[config.mk]
export PLATFORM = sky130hd
export DESIGN_NAME = http_user_agent_extract_unit
export DESIGN_NICKNAME = d
export VERILOG_FILES = /design/src/hw/rtl/hua_pkg.sv /design/src/hw/rtl/hua_buf_ram.sv /design/src/hw/rtl/hua_parser.sv /design/src/hw/rtl/hua_drain.sv /design/src/hw/rtl/http_user_agent_extract_unit.sv
export SDC_FILE = /design/constraint.sdc
export NUM_CORES = 1
export LEC_CHECK = 0
export BUFFER_PORTS_ARGS = -buffer_cell sky130_fd_sc_hd__buf_2
export CORE_UTILIZATION = 35
export DETAILED_ROUTE_END_ITERATION = 8
export SLEW_MARGIN = 20
export SYNTH_ARGS = -nofsm -noshare
export SYNTH_HDL_FRONTEND = slang
export SYNTH_SLANG_ARGS = --single-unit
[constraint.sdc]
create_clock -name clock -period 6.5 [get_ports clock]
set_input_delay 1.3 -clock clock [delete_from_list [all_inputs] [get_ports clock]]
set_output_delay 1.3 -clock clock [all_outputs]
set_load 0.02 [all_outputs]
[src/hw/rtl/hua_pkg.sv]
`timescale 1ns / 1ps
// ----------------------------------------------------------------------------
// HTTP User-Agent extract package
// Shared types, character constants and match tables.
// ----------------------------------------------------------------------------
package hua_pkg;

   localparam int CNT_W      = 6;
   localparam int KEY_LEN    = 11;
   localparam int PREFIX_LEN = 3;

   localparam logic [7:0] BYTE_CR    = 8'd13;
   localparam logic [7:0] BYTE_COMMA = 8'd44;
   localparam logic [7:0] BYTE_SEMI  = 8'd59;
   localparam logic [7:0] BYTE_NUL   = 8'd0;

   // buffer write from the line parser
   typedef struct packed {
      logic             en;
      logic             bank;
      logic [CNT_W-1:0] idx;
      logic [7:0]       data;
   } hua_wr_type;

   // start of a result run
   typedef struct packed {
      logic             valid;
      logic             bank;
      logic [CNT_W-1:0] count;
      logic             found;
   } hua_start_type;

   // characters of "GET"
   function automatic logic [7:0] prefix_char(input logic [1:0] idx);
      logic [7:0] c;
      case (idx)
         2'd0:    c = 8'h47;
         2'd1:    c = 8'h45;
         2'd2:    c = 8'h54;
         default: c = 8'h00;
      endcase
      return c;
   endfunction

   // characters of "User-Agent:"
   function automatic logic [7:0] key_char(input logic [3:0] idx);
      logic [7:0] c;
      case (idx)
         4'd0:    c = 8'h55;
         4'd1:    c = 8'h73;
         4'd2:    c = 8'h65;
         4'd3:    c = 8'h72;
         4'd4:    c = 8'h2D;
         4'd5:    c = 8'h41;
         4'd6:    c = 8'h67;
         4'd7:    c = 8'h65;
         4'd8:    c = 8'h6E;
         4'd9:    c = 8'h74;
         4'd10:   c = 8'h3A;
         default: c = 8'h00;
      endcase
      return c;
   endfunction

endpackage

[src/hw/rtl/hua_buf_ram.sv]
`timescale 1ns / 1ps
// ----------------------------------------------------------------------------
// HTTP User-Agent buffer RAM
// Two banks of line/agent bytes, one write and one registered read port.
// ----------------------------------------------------------------------------
module hua_buf_ram #(
   parameter int CAP = 63
) (
   input  logic                          clock,
   input  hua_pkg::hua_wr_type           wr,
   input  logic                          rd_en,
   input  logic                          rd_bank,
   input  logic [hua_pkg::CNT_W-1:0]     rd_idx,
   output logic [7:0]                    rd_data
);

   localparam int DEPTH  = 2 * CAP;
   localparam int ADDR_W = $clog2(DEPTH);

   logic [7:0]        mem_ff [0:DEPTH-1];
   logic [7:0]        rd_data_ff;
   logic [ADDR_W-1:0] wr_addr;
   logic [ADDR_W-1:0] rd_addr;

   // bank one sits above bank zero
   assign wr_addr = wr.bank ? (ADDR_W'(wr.idx) + ADDR_W'(CAP)) : ADDR_W'(wr.idx);
   assign rd_addr = rd_bank ? (ADDR_W'(rd_idx) + ADDR_W'(CAP)) : ADDR_W'(rd_idx);

   always_ff @(posedge clock) begin
      if (wr.en) begin
         mem_ff[wr_addr] <= wr.data;
      end
   end

   always_ff @(posedge clock) begin
      if (rd_en) begin
         rd_data_ff <= mem_ff[rd_addr];
      end
   end

   assign rd_data = rd_data_ff;

endmodule

[src/hw/rtl/hua_parser.sv]
`timescale 1ns / 1ps
// ----------------------------------------------------------------------------
// HTTP User-Agent line parser
// Input register, prefix check, line split, key search and agent capture.
// ----------------------------------------------------------------------------
module hua_parser #(
   parameter int CAP = 63
) (
   input  logic                    clock,
   input  logic                    reset,
   input  logic                    req_tvalid,
   output logic                    req_tready,
   input  logic [7:0]              req_tdata,
   input  logic                    req_tuser,
   input  logic                    req_tlast,
   input  logic                    drain_busy,
   output hua_pkg::hua_wr_type     wr,
   output hua_pkg::hua_start_type  start
);

   localparam logic [hua_pkg::CNT_W-1:0] CAP_CNT = hua_pkg::CNT_W'(CAP);

   logic       in_valid_ff, in_valid_in;
   logic [7:0] in_byte_ff;
   logic       in_first_ff;
   logic       in_last_ff;
   logic       proc_fire;
   logic       req_fire;
   logic [7:0] line_val;

   logic [1:0]                 prefix_count_ff, prefix_count_in;
   logic                       get_seen_ff, get_seen_in;
   logic                       skip_after_cr_ff, skip_after_cr_in;
   logic [3:0]                 key_progress_ff, key_progress_in;
   logic                       line_has_key_ff, line_has_key_in;
   logic [hua_pkg::CNT_W-1:0]  line_count_ff, line_count_in;
   logic                       line_stopped_ff, line_stopped_in;
   logic [hua_pkg::CNT_W-1:0]  agent_count_ff, agent_count_in;
   logic                       agent_seen_ff, agent_seen_in;
   logic                       agent_bank_ff, agent_bank_in;

   // hold the byte while a result run is still being read out
   assign proc_fire  = in_valid_ff & ~drain_busy;
   assign req_tready = ~in_valid_ff | proc_fire;
   assign req_fire   = req_tvalid & req_tready;
   assign in_valid_in = req_fire | (in_valid_ff & ~proc_fire);
   assign line_val   = (in_byte_ff == hua_pkg::BYTE_COMMA) ? hua_pkg::BYTE_SEMI : in_byte_ff;

   always_ff @(posedge clock) begin
      if (req_fire) begin
         in_byte_ff  <= req_tdata;
         in_first_ff <= req_tuser;
         in_last_ff  <= req_tlast;
      end
   end

   always_comb begin
      prefix_count_in  = prefix_count_ff;
      get_seen_in      = get_seen_ff;
      skip_after_cr_in = skip_after_cr_ff;
      key_progress_in  = key_progress_ff;
      line_has_key_in  = line_has_key_ff;
      line_count_in    = line_count_ff;
      line_stopped_in  = line_stopped_ff;
      agent_count_in   = agent_count_ff;
      agent_seen_in    = agent_seen_ff;
      agent_bank_in    = agent_bank_ff;
      wr               = '0;
      start            = '0;
      if (proc_fire) begin
         if (in_first_ff) begin
            prefix_count_in  = '0;
            get_seen_in      = 1'b0;
            skip_after_cr_in = 1'b0;
            key_progress_in  = '0;
            line_has_key_in  = 1'b0;
            line_count_in    = '0;
            line_stopped_in  = 1'b0;
            agent_count_in   = '0;
            agent_seen_in    = 1'b0;
         end
         if (prefix_count_in != 2'(hua_pkg::PREFIX_LEN)) begin
            if (in_byte_ff == hua_pkg::prefix_char(prefix_count_in)) begin
               get_seen_in     = (prefix_count_in == 2'(hua_pkg::PREFIX_LEN - 1));
               prefix_count_in = prefix_count_in + 2'd1;
            end else begin
               prefix_count_in = 2'(hua_pkg::PREFIX_LEN);
               get_seen_in     = 1'b0;
            end
         end else if (!get_seen_in) begin
            prefix_count_in = prefix_count_in;
         end else if (skip_after_cr_in) begin
            skip_after_cr_in = 1'b0;
         end else if (in_byte_ff == hua_pkg::BYTE_CR) begin
            // swap banks when the finished line holds the key: it becomes the agent
            if (line_has_key_in) begin
               agent_bank_in  = ~agent_bank_ff;
               agent_count_in = line_count_in;
               agent_seen_in  = 1'b1;
            end
            key_progress_in  = '0;
            line_has_key_in  = 1'b0;
            line_count_in    = '0;
            line_stopped_in  = 1'b0;
            skip_after_cr_in = 1'b1;
         end else begin
            if (!line_stopped_in) begin
               if (line_val == hua_pkg::BYTE_NUL) begin
                  line_stopped_in = 1'b1;
               end else if (line_count_in < CAP_CNT) begin
                  wr.en         = 1'b1;
                  wr.bank       = ~agent_bank_ff;
                  wr.idx        = line_count_in;
                  wr.data       = line_val;
                  line_count_in = line_count_in + 1'b1;
               end
            end
            if (line_val == hua_pkg::key_char(key_progress_in)) begin
               key_progress_in = key_progress_in + 4'd1;
            end else begin
               key_progress_in = (line_val == hua_pkg::key_char(4'd0)) ? 4'd1 : 4'd0;
            end
            if (key_progress_in == 4'(hua_pkg::KEY_LEN)) begin
               line_has_key_in = 1'b1;
               key_progress_in = '0;
            end
         end
         if (in_last_ff) begin
            start.valid      = 1'b1;
            start.bank       = agent_bank_in;
            start.count      = agent_count_in;
            start.found      = agent_seen_in;
            prefix_count_in  = '0;
            get_seen_in      = 1'b0;
            skip_after_cr_in = 1'b0;
            key_progress_in  = '0;
            line_has_key_in  = 1'b0;
            line_count_in    = '0;
            line_stopped_in  = 1'b0;
            agent_count_in   = '0;
            agent_seen_in    = 1'b0;
         end
      end
   end

   always_ff @(posedge clock) begin
      if (reset) begin
         in_valid_ff      <= 1'b0;
         prefix_count_ff  <= '0;
         get_seen_ff      <= 1'b0;
         skip_after_cr_ff <= 1'b0;
         key_progress_ff  <= '0;
         line_has_key_ff  <= 1'b0;
         line_count_ff    <= '0;
         line_stopped_ff  <= 1'b0;
         agent_count_ff   <= '0;
         agent_seen_ff    <= 1'b0;
         agent_bank_ff    <= 1'b0;
      end else begin
         in_valid_ff      <= in_valid_in;
         prefix_count_ff  <= prefix_count_in;
         get_seen_ff      <= get_seen_in;
         skip_after_cr_ff <= skip_after_cr_in;
         key_progress_ff  <= key_progress_in;
         line_has_key_ff  <= line_has_key_in;
         line_count_ff    <= line_count_in;
         line_stopped_ff  <= line_stopped_in;
         agent_count_ff   <= agent_count_in;
         agent_seen_ff    <= agent_seen_in;
         agent_bank_ff    <= agent_bank_in;
      end
   end

   assert property (@(posedge clock) disable iff (reset)
      (line_count_ff <= CAP_CNT) && (agent_count_ff <= CAP_CNT))
      else $error("line or agent count above capacity");

endmodule

[src/hw/rtl/hua_drain.sv]
`timescale 1ns / 1ps
// ----------------------------------------------------------------------------
// HTTP User-Agent result drain
// Read sequencer over the agent bank and the output register stage.
// ----------------------------------------------------------------------------
module hua_drain (
   input  logic                          clock,
   input  logic                          reset,
   input  hua_pkg::hua_start_type        start,
   output logic                          drain_busy,
   output logic                          rd_en,
   output logic                          rd_bank,
   output logic [hua_pkg::CNT_W-1:0]     rd_idx,
   input  logic [7:0]                    rd_data,
   output logic                          rsp_tvalid,
   input  logic                          rsp_tready,
   output logic [15:0]                   rsp_tdata,
   output logic                          rsp_tuser,
   output logic                          rsp_tlast
);

   logic                       active_ff, active_in;
   logic                       bank_ff;
   logic [hua_pkg::CNT_W-1:0]  cnt_ff;
   logic [hua_pkg::CNT_W-1:0]  idx_ff, idx_in;
   logic                       found_ff;
   logic                       has_bytes;
   logic                       issue;
   logic                       issue_last;

   logic                       s1_valid_ff, s1_valid_in;
   logic                       s1_zero_ff;
   logic                       s1_last_ff;
   logic                       s1_found_ff;
   logic [hua_pkg::CNT_W-1:0]  s1_len_ff;

   logic                       s2_valid_ff, s2_valid_in;
   logic [7:0]                 s2_byte_ff;
   logic [hua_pkg::CNT_W-1:0]  s2_len_ff;
   logic                       s2_found_ff;
   logic                       s2_last_ff;

   logic                       s2_load;
   logic                       s1_free;

   assign has_bytes  = found_ff & (cnt_ff != '0);
   assign s2_load    = s1_valid_ff & (~s2_valid_ff | rsp_tready);
   assign s1_free    = ~s1_valid_ff | s2_load;
   assign issue      = active_ff & s1_free;
   assign issue_last = ~has_bytes | (idx_ff == cnt_ff - 1'b1);

   assign rd_en   = issue & has_bytes;
   assign rd_bank = bank_ff;
   assign rd_idx  = idx_ff;

   assign active_in   = start.valid | (active_ff & ~(issue & issue_last));
   assign idx_in      = start.valid ? '0 : (issue ? idx_ff + 1'b1 : idx_ff);
   assign s1_valid_in = issue | (s1_valid_ff & ~s2_load);
   assign s2_valid_in = s2_load | (s2_valid_ff & ~rsp_tready);

   always_ff @(posedge clock) begin
      if (start.valid) begin
         bank_ff  <= start.bank;
         cnt_ff   <= start.count;
         found_ff <= start.found;
      end
      if (issue) begin
         s1_zero_ff  <= ~has_bytes;
         s1_last_ff  <= issue_last;
         s1_found_ff <= found_ff;
         s1_len_ff   <= has_bytes ? cnt_ff : '0;
      end
      if (s2_load) begin
         s2_byte_ff  <= s1_zero_ff ? 8'd0 : rd_data;
         s2_len_ff   <= s1_len_ff;
         s2_found_ff <= s1_found_ff;
         s2_last_ff  <= s1_last_ff;
      end
   end

   always_ff @(posedge clock) begin
      if (reset) begin
         active_ff   <= 1'b0;
         idx_ff      <= '0;
         s1_valid_ff <= 1'b0;
         s2_valid_ff <= 1'b0;
      end else begin
         active_ff   <= active_in;
         idx_ff      <= idx_in;
         s1_valid_ff <= s1_valid_in;
         s2_valid_ff <= s2_valid_in;
      end
   end

   assign drain_busy = active_ff;
   assign rsp_tvalid = s2_valid_ff;
   assign rsp_tdata  = {2'b00, s2_len_ff, s2_byte_ff};
   assign rsp_tuser  = s2_found_ff;
   assign rsp_tlast  = s2_last_ff;

   assert property (@(posedge clock) disable iff (reset)
      start.valid |-> !active_ff)
      else $error("new result run started while a run is being read");

   assert property (@(posedge clock) disable iff (reset)
      (active_ff && has_bytes) |-> (idx_ff < cnt_ff))
      else $error("read index ran past the agent length");

   assert property (@(posedge clock) disable iff (reset)
      (s2_valid_ff && (s2_len_ff == '0)) |-> s2_last_ff)
      else $error("empty result not marked as last");

endmodule

[src/hw/rtl/http_user_agent_extract_unit.sv]
`timescale 1ns / 1ps
// Path: a closing byte passes the input register, drain sequencer, read stage and output register.
// Throughput: one payload byte per cycle; a closing byte starts a run of one result per
//   cycle while rsp_tready is high (up to AGENT_LEN-1, at most 63), and input bytes are
//   held while that run is read out of the single read port of the buffer RAM.
// Reset: synchronous, clears all parse state and empties the pipeline; buffer RAM
//   contents are left as they are and read only after being written.
// ----------------------------------------------------------------------------
// HTTP User-Agent extract unit
// Captures the User-Agent line of a GET payload and streams it out byte by byte.
// ----------------------------------------------------------------------------
module http_user_agent_extract_unit #(
   parameter int AGENT_LEN = 64
) (
   input  logic        clock,
   input  logic        reset,
   // input transaction: one payload byte
   input  logic        req_tvalid,
   output logic        req_tready,
   input  logic [7:0]  req_tdata,   // [7:0] data_byte
   input  logic        req_tuser,   // [0] first_item
   input  logic        req_tlast,   // last_item
   // result transaction: one agent byte
   output logic        rsp_tvalid,
   input  logic        rsp_tready,
   output logic [15:0] rsp_tdata,   // [7:0] agent_byte, [13:8] agent_length, [15:14] zero
   output logic        rsp_tuser,   // [0] agent_found
   output logic        rsp_tlast    // last_result
);

   // capture limit: agent bytes kept per line, bounded by the 6-bit length field
   localparam int CAP = ((AGENT_LEN - 1) > 63) ? 63 : (AGENT_LEN - 1);

   hua_pkg::hua_wr_type         wr;
   hua_pkg::hua_start_type      start;
   logic                        drain_busy;
   logic                        rd_en;
   logic                        rd_bank;
   logic [hua_pkg::CNT_W-1:0]   rd_idx;
   logic [7:0]                  rd_data;

   // Parser: registers each byte, then in one pass checks the GET prefix, splits
   // lines at CR (dropping the byte after it), maps comma to semicolon, stores the
   // line into the free bank and hunts for the key. A CR that ends a key line flips
   // the bank roles, so the line becomes the agent with no copy.
   hua_parser #(
      .CAP (CAP)
   ) u_parser (
      .clock      (clock),
      .reset      (reset),
      .req_tvalid (req_tvalid),
      .req_tready (req_tready),
      .req_tdata  (req_tdata),
      .req_tuser  (req_tuser),
      .req_tlast  (req_tlast),
      .drain_busy (drain_busy),
      .wr         (wr),
      .start      (start)
   );

   // Buffer RAM: two banks, line bank written by the parser, agent bank read by
   // the drain.
   hua_buf_ram #(
      .CAP (CAP)
   ) u_buf_ram (
      .clock   (clock),
      .wr      (wr),
      .rd_en   (rd_en),
      .rd_bank (rd_bank),
      .rd_idx  (rd_idx),
      .rd_data (rd_data)
   );

   // Drain: walk the agent bank one byte a cycle while the output is not stalled, or emit
   // the single empty result, through a read stage and the output register.
   hua_drain u_drain (
      .clock      (clock),
      .reset      (reset),
      .start      (start),
      .drain_busy (drain_busy),
      .rd_en      (rd_en),
      .rd_bank    (rd_bank),
      .rd_idx     (rd_idx),
      .rd_data    (rd_data),
      .rsp_tvalid (rsp_tvalid),
      .rsp_tready (rsp_tready),
      .rsp_tdata  (rsp_tdata),
      .rsp_tuser  (rsp_tuser),
      .rsp_tlast  (rsp_tlast)
   );

endmodule

==> flow_summary.toml <==
[clocking]
clk_latency_ns = 0.68
root_buffer = "clkbuf_16"
cts_buffer_depth = 3
cts_tree = "done"
postCtsSetupBuffers = 0
post_cts_resized = 0
numCtsBuffers = 105
clkTransAtPathRegs_ns = 0.06
clock_sinks = 1093
holdBufCountCts = 0
cts_max_level = 3

[synthesis]
netlist_area_mm2 = 0.0440
yosys.area.top_type_share = 0.722
synth_commonest_cells = "edfxtp_1 (1,059), mux4_2 (262), nor2_1 (204)"
yosys.cell_types.count = 80
ys_warn_count = 0
post-synth-top-area-cell = "edfxtp_1"
synth-seq-cells = 1093
synth.most_common_cell = "edfxtp_1"
synthArstFlopShare = 0
synth_edf_count = 1059
yosysSeqAreaShare = 0.738
netlist_instances = 2364
syn_avg_cell_area_um2 = 18.6
synth.area.top_cells = "edfxtp_1 (72%), mux4_2 (13%), nor2_1 (1.7%), dfxtp_1 (1.5%), nand2_1 (1.5%)"
synth_top_flop_cell = "edfxtp_1"

[sta]
worstMarginPinSlew_ns = 1.12
hold_violations = 0
finalSetupTns_ns = 0
setup_ws_ns = 1.06
rsz0062_at_grt = "no"
relSlewSlack = 0.253
finalCriticalPeriod_ns = 5.44
post-route-period-util = 0.838
clock_skew_ns = 0.0403
setup_viol = 0
slew_viol_final = 0
max_freq_mhz = 184

[floorplanning]
die_h_um = 357
die_x_um = 357
die-area_mm2 = 0.127
core_mm2 = 0.124
start_util = 0.354
num_rows = 129
ios = 34

[power_and_ir_drop]
power_density_mw_per_mm2 = 283
worst_ir_drop_vdd_mv = 0.214
leakagePower_nw = 17.8

[layout]
syn2layout_area_growth_pct = 12.7
final_util = 0.399
drive_above_1_share = 0.222
finish.net_count = 2461
final_cells = 4145
diodes = 0

[route]
viasPerCell = 5.43
num_vias = 22522
wl_per_cell_um = 25.7
drc_errors = 0
dr.pass1.iters = 7
drt_iter0_markers = 2389
wirelength_um = 106000
drtAntennaViolNets = 0

[global_routing]
grt_pass1_vias = 23347
gr-total-overflow = 0
grt_max_degree = 127
grt_antenna_before_repair = 1
grtUsageTotal = 0.169
grt_pass1_wl_um = 159000

[worst_hold_path]
min_from = "u_drain.s1_len_ff[3]"
hp-class = "reg2reg"

[critical_path]
end_kind = "flip-flop"
cp_max_fo = 12
startpoint = "u_parser.in_first_ff"
r2r_start = "u_parser.in_first_ff"
startpoint_type = "flip-flop"
critPathRequiredTime_ns = 6.81
worstPathArrival_ns = 5.76
worstSetupPathType = "reg2reg"

[flow_run]
maxCapViolCount = 0

[placed_design]
io_buffers = 31
place_congestion = 0.878
post-place-cells = 3957
hpwl_um = 65200
post-place-ws_ns = 1.15

[outcome]
status = "complete, no violations"
[where the power goes]
| part | switching [mW] | internal [mW] | leakage [nW] |
|---|---|---|---|
| Combinational | 0.214 | 0.123 | 3.79 |
| Sequential | 0.0125 | 7.62 | 12.4 |
| Clock | 2.63 | 3.42 | 1.66 |
| Total | 2.86 | 11.2 | 17.8 |
[cells in the final DEF (no fill, tap or decap), types with 16 or more instances in the layout]
cell / count
nor2b_1: 18
clkinv_1: 16
nand3_1: 63
a31oi_1: 29
ha_1: 19
inv_1: 21
o22ai_1: 53
nand2_1: 172
clkinv_2: 22
xor2_1: 17
edfxtp_1: 1059
buf_2: 31
a21oi_1: 39
nor3_1: 31
buf_4: 47
dfxtp_1: 34
o21ai_0: 21
clkbuf_16: 107
mux4_2: 262
nor2_1: 200
[per-stage QoR]
| step | total power [mW] | instance area (um2) | hold slack, ns |
|---|---|---|---|
| after global routing | 14.4 | 49600 | 0.424 |
| final | 14.0 | 49600 | 0.427 |
| after floorplan | 8.02 | 44000 | 0.400 |
| after detailed placement | 8.12 | 46200 | 0.409 |
| after global placement | 8.12 | 46200 | 0.408 |
| after CTS | 14.1 | 49600 | 0.420 |
[sequential cells by signal, summed over array words and instances, names as in the netlist, 2 cells and up]
signal                    cells
u_drain.s2_byte_ff            8
u_buf_ram.rd_data             8
u_drain.rd_idx                6
u_drain.s2_len_ff             6
u_parser.agent_count_ff       6
u_drain.s1_len_ff             6
u_drain.cnt_ff                6
u_parser.line_count_ff        6
u_parser.key_progress_ff      4
u_parser.prefix_count_ff      2
u_buf_ram.mem_ff           1008
u_parser.in_byte_ff           8
[logic make-up after synthesis]
family,count (synthesis),share of synthesized area
and+or+nand+nor,583,0.0623
DFF,1093,0.738
AOI/OAI and AO/OA,198,0.0302
other,1,0.0000851
xor gates and xnor gates,38,0.00798
buffers and inverters,156,0.0194
adders and majority gates,19,0.00540
muxes,276,0.137
[metal layers]
layer  track usage  up-vias  part of all wire  routed length, um
li1              -     9635                 -                  -
met1         0.228    11838              0.41              43800
met2         0.282      888              0.50              52900
met3        0.0243      161             0.065               6960
met4        0.0515        0             0.026               2820
met5             0        -                 0                  0
[critical path: stages (launching register included)]
cell and delay, ns:
edfxtp_1 0.38, inv_1 0.35, nand2_1 0.21, inv_1 0.13, ha_1 0.26, and4bb_2 0.34
o31a_4 0.22, and4_1 0.22, nand2_1 0.07, ha_1 0.32, nand2b_1 0.19, mux2i_1 0.13
a2bb2oi_1 0.27, nor2_1 0.15, nor2_1 0.68, nand2_1 0.46, nor2_1 0.70
[final timing paths]
| check | depth (start not counted) | slack (ns) | end |
|---|---|---|---|
| min reg2reg | 0 | 0.43 | u_drain.s2_len_ff[3] |
| max reg2reg | 16 | 1.06 | u_buf_ram.mem_ff[97][3] |
| max | 16 | 1.06 | u_buf_ram.mem_ff[97][3] |
| min | 0 | 0.43 | u_drain.s2_len_ff[3] |
[area by class of cell]
type | count | area (um2)
Timing Repair Buffer | 91 | 768
Multi-Input combinational cell | 1116 | 10800
Tap cell | 1637 | 2050
Sequential cell | 1093 | 32500
Inverter | 21 | 78.8
Fill cell | 11003 | 74700
Clock buffer | 121 | 2730
Clock inverter | 66 | 698
Note: power is estimated with default switching activity, not from simulation.
